--- config.mk ---
export PLATFORM = sky130hd
export DESIGN_NAME = rtwv_fifo
export DESIGN_NICKNAME = d
export VERILOG_FILES = /design/src/hdl/rtwv_pkg.sv /design/src/hdl/rtwv_fifo.sv
export SDC_FILE = /design/constraint.sdc
export NUM_CORES = 1
export LEC_CHECK = 0
export BUFFER_PORTS_ARGS = -buffer_cell sky130_fd_sc_hd__buf_2
export CORE_MARGIN = 2
export CORE_UTILIZATION = 56
export DETAILED_ROUTE_END_ITERATION = 6
export PLACE_DENSITY = 0.85
export SLEW_MARGIN = 5
export SYNTH_ARGS = -nofsm -noshare
export SYNTH_HDL_FRONTEND = slang
export SYNTH_SLANG_ARGS = --single-unit
export TNS_END_PERCENT = 1
--- constraint.sdc ---
create_clock -name clk_i -period 22.8 [get_ports clk_i]
set_clock_uncertainty 0.1 [all_clocks]
set_input_delay 3.42 -clock clk_i [delete_from_list [all_inputs] [get_ports clk_i]]
set_output_delay 3.42 -clock clk_i [all_outputs]
set_load 0.03 [all_outputs]
--- src/hdl/rtwv_pkg.sv ---
package rtwv_pkg;

  // Field widths fixed by the item format
  localparam int KIND_W   = 2;
  localparam int SYMBOL_W = 6;
  localparam int WINDOW_W = 9;
  localparam int ID_W     = 64;

  // Reachable symbols with a SYMBOL_W-bit index
  localparam int MAX_SYM = 1 << SYMBOL_W;

  // Default sizing of the per-symbol rings
  localparam int DEF_SYMBOLS = 64;
  localparam int DEF_DEPTH   = 256;

  // Entries in the queue between the front and the back
  localparam int QUEUE_DEPTH = 2;

  // Item kinds as they arrive on the input channel
  typedef enum logic [KIND_W-1:0] {
    KIND_RECORD = 2'd0,
    KIND_PAIR   = 2'd1,
    KIND_HASH   = 2'd2,
    KIND_NONE   = 2'd3
  } kind_e;

  // One classified beat handed from the front to the back
  typedef struct packed {
    kind_e               kind;
    logic                oor;
    logic [SYMBOL_W-1:0] sym;
    logic [ID_W-1:0]     ask;
    logic [ID_W-1:0]     bid;
    logic [ID_W-1:0]     hash;
  } item_t;

endpackage

--- src/hdl/rtwv_fifo.sv ---
module rtwv_fifo (
  input  logic            clk_i,
  input  logic            rst_ni,
  input  logic            enq_valid_i,
  input  rtwv_pkg::item_t enq_item_i,
  output logic            full_o,
  output logic            deq_valid_o,
  output rtwv_pkg::item_t deq_item_o,
  input  logic            deq_pop_i
);
  import rtwv_pkg::*;

  localparam int PTR_W = (QUEUE_DEPTH > 1) ? $clog2(QUEUE_DEPTH) : 1;
  localparam int CNT_W = $clog2(QUEUE_DEPTH + 1);

  item_t              slot_q [QUEUE_DEPTH];
  logic [PTR_W-1:0]   wr_ptr_q, wr_ptr_d;
  logic [PTR_W-1:0]   rd_ptr_q, rd_ptr_d;
  logic [CNT_W-1:0]   count_q, count_d;
  logic               push, pop;

  assign full_o      = count_q == CNT_W'(QUEUE_DEPTH);
  assign deq_valid_o = count_q != '0;
  assign deq_item_o  = slot_q[rd_ptr_q];

  assign push = enq_valid_i && !full_o;
  assign pop  = deq_pop_i && deq_valid_o;

  // Advance pointers with wrap at the queue depth
  always_comb begin
    wr_ptr_d = wr_ptr_q;
    rd_ptr_d = rd_ptr_q;
    count_d  = count_q;
    if (push) begin
      wr_ptr_d = (32'(wr_ptr_q) == QUEUE_DEPTH - 1) ? '0 : wr_ptr_q + PTR_W'(1);
    end
    if (pop) begin
      rd_ptr_d = (32'(rd_ptr_q) == QUEUE_DEPTH - 1) ? '0 : rd_ptr_q + PTR_W'(1);
    end
    if (push && !pop) begin
      count_d = count_q + CNT_W'(1);
    end else if (pop && !push) begin
      count_d = count_q - CNT_W'(1);
    end
  end

  always_ff @(posedge clk_i or negedge rst_ni) begin
    if (!rst_ni) begin
      wr_ptr_q <= '0;
      rd_ptr_q <= '0;
      count_q  <= '0;
    end else begin
      wr_ptr_q <= wr_ptr_d;
      rd_ptr_q <= rd_ptr_d;
      count_q  <= count_d;
    end
  end

  // Store the pushed beat
  always_ff @(posedge clk_i) begin
    if (push) begin
      slot_q[wr_ptr_q] <= enq_item_i;
    end
  end

endmodule

==> metrics.md <==
| Metric | Value |
|---|---|
| Status | complete, no violations |
| Pin slew with the least headroom to its limit | about 1100 ps |
| WL final | 30000 um |
| Worst VDD drop | around 0.00012 V |
| Power Total | ~2.6 mW |
| Top post-synthesis cells by count | edfxtp_1 (402), mux2_2 (201), buf_4 (11), buf_6 (9), dfrtp_1 (4) |
| Dpl hpwl | approximately 20000 um |
| Routed wire per std cell | ~21 um |
| PwrDens | between 100 and 150 mW/mm2 |
| First-pass GRT wire length | 45300 um |
| Ys Warns | 0 |
| # rows | between 50 and 60 |
| CP arrival | about 3000 ps |
| Library cells used by synthesis | 15 |
| Data required, critical path | around 19000 ps |
| Setup CP Type | reg -> out |
| Number of synthesized flops with an enable pin | around 400 |
| Largest family of logic cells by synthesized area | multiplexers |
| Cts bufs inserted | 40 |
| Total vias in the final route | roughly 7700 |
| Setup TNS | 0 ps |
| Minimum clock period | roughly 6500 ps |
| Drt drc | 0 |
| Multi-input gate area | approximately 0.0024 mm2 |
| Simple logic cell fraction of the synthesized area | 0.00229 |
| Fmax achieved | about 150 MHz |
| CTS Buffer Depth | 3 |
| Root buf cell | clkbuf_16 |
| Lkg Pwr | around 6.8 nW |
| Register area share after synthesis | 0.827 |
| CTS tree | yes |
| Xor/xnor cell area share of the yosys netlist | 0.00297 |
| RSZ-0062 raised after global routing | no |
| Post-Synth Adder-Cell Area | 0.000850 |
| Non-filler instance count after layout | between 1000 and 1500 |
| Area added between synthesis and finish | 23.7% |
| Initial antenna violation count | 6 |
| Leading area contributor after synthesis | edfxtp_1 |
| Die area | around 0.028 mm2 |
| Post-Synthesis Cell Area | ~0.015 mm2 |
| Die height | roughly 170 um |
| Crit Path Max Fanout | 82 |
| Core area | 0.0259 mm2 |
| CTS sink cnt | 406 |
| Type of origin of the critical path | register |
| Final Hold Viols | 0 |
| CP Capture Type | primary output |
| Tcrit/Tclk final | 0.284 |
| Synthesized area per cell | around 23 um2 |
| Slew Viols, Final | 0 |
| Worst-Skew Late Latency | roughly 500 ps |
| Dpl cells | around 1400 |
| Top area cells in the synthesized netlist | edfxtp_1 (82%), mux2_2 (15%), buf_6 (0.69%) |
| Final WS setup | 16330 ps |
| Post_cts resized | 0 |
| Pre-CTS setup slack | 16840 ps |
| Synth Instances | between 600 and 700 |
| First-pass DRT Iterations | 5 |
| Post-CTS Hold Buffers | 0 |
| Total gr overflow | 0 |
| Slew HR | 0.279 |
| Iter 0 DRT Violations | 585 |
| Detail Route Antenna Nets | 0 |
| H-Tree Depth | 2 |
| Post-CTS Repair Setup Buffers | 0 |
| Post-synth top flop | edfxtp_1 |
| Compound-gate portion of the synthesized area | 0 |
| Most frequent cell after synthesis | edfxtp_1 |
| Largest net degree at the start of global routing | between 80 and 90 |
| Min Hold Slack | ~420 ps |
| # IOs | about 410 |
| Yosys top cell area share | 0.820 |
| Setup-failing EPs final | 0 |
| Clock-pin slew on the worst setup and hold paths | around 60 ps |
| Synth Register Bits | between 400 and 500 |
| Hold Path Class | reg -> reg |
| Share of cells above drive strength 1 | 0.606 |
| Ys async rst share | 0.00985 |
| MaxCap Viol Count | 0 |
| Fill count | about 1600 |
| FF/Latch Area | ~0.012 mm2 |
| RePlAce Congestion | about 0.81 |
| Mapped Nets | 850 |
| Port Buffers | about 400 |
| Post-synthesis mux area share | 0.154 |
| Die Wd | approximately 170 um |
| Number of global-route vias before repair | 8204 |
| Tot GR Track Use | 0.212 |
| Final net count | about 1300 |
| Via density | between 5 and 6 |
| Initial Util | 0.568 |
sequential cells by signal (all words and copies together) (netlist names):
name	cells
count_q	2
slot_q	402
rd_ptr_q	1
wr_ptr_q	1
final timing paths:
| kind | from | endpoint | slack [ps] | cells past startpoint |
|---|---|---|---|---|
| hold / removal | count_q[1] | count_q[1] | 420 | 1 |
| setup reg to reg | count_q[0] | slot_q[0][91] | 19790 | 5 |
| max in group asynchronous | rst_ni | rd_ptr_q | 19850 | 1 |
| setup / recovery | rd_ptr_q | deq_item_o[45] | 16330 | 3 |
| min in group asynchronous | rst_ni | count_q[1] | 2610 | 1 |
| hold reg to reg | count_q[1] | count_q[1] | 420 | 1 |
layout by cell type (no fill, tap or decap):
cell type,instances
nor2_4,1
buf_4,7
ha_1,1
nand2_1,2
clkinv_2,5
xnor2_1,3
inv_6,2
clkbuf_1,8
nor2_1,1
clkinv_1,9
and3_4,1
buf_2,407
or2_2,1
mux2_2,201
xor2_1,2
dfrtp_4,1
nand2b_1,1
dfrtp_1,3
edfxtp_1,402
diode_2,4
inv_1,2
clkbuf_16,41
clkinv_8,1
kinds of logic after synthesis:
kind of cell               count (synthesis)
DFF                                      406
muxes                                    201
and+or+nand+nor                            7
buffers and inverters                     24
adders and majority gates                  1
xor gates and xnor gates                   5
through the flow:
step           instance area [um2]  utilization
2_1_floorplan                14700            -
3_3_place_gp                 17100        0.658
3_5_place_dp                 17100        0.658
4_1_cts                      18200        0.703
5_1_grt                      18200        0.703
6_report                     18200        0.703
worst max-delay path, cell delays in order, from the launching register on:
cell	delay (ps)
dfrtp_4	820
buf_4	910
mux2_2	430
buf_2	180
final cells by class:
type / instances / area share
Multi-Input combinational cell: 214 / 0.130
Clock inverter: 17 / 0.00508
Clock buffer: 49 / 0.0580
Sequential cell: 406 / 0.668
Inverter: 2 / 0.000412
Antenna cell: 4 / 0.000549
Timing Repair Buffer: 414 / 0.115
Tap cell: 335 / 0.0230
routing by layer:
metal | up-vias | GRT usage | part of all wire
met3 | 82 | 0.0646 | 0.090
li1 | 3442 | - | -
met1 | 3764 | 0.238 | 0.36
met4 | 4 | 0.0832 | 0.036
met2 | 371 | 0.381 | 0.52
met5 | - | 0 | 0.00090
report_power, final:
| group | total [mW] | leakage, nW | switching (mW) | internal (mW) |
|---|---|---|---|---|
| Sequential | 1.08 | 3.78 | 0.0525 | 1.02 |
| Combinational | 0.922 | 2.48 | 0.621 | 0.301 |
| Clock | 0.583 | 0.564 | 0.255 | 0.328 |
No activity file was read; power rests on OpenSTA's default activity.
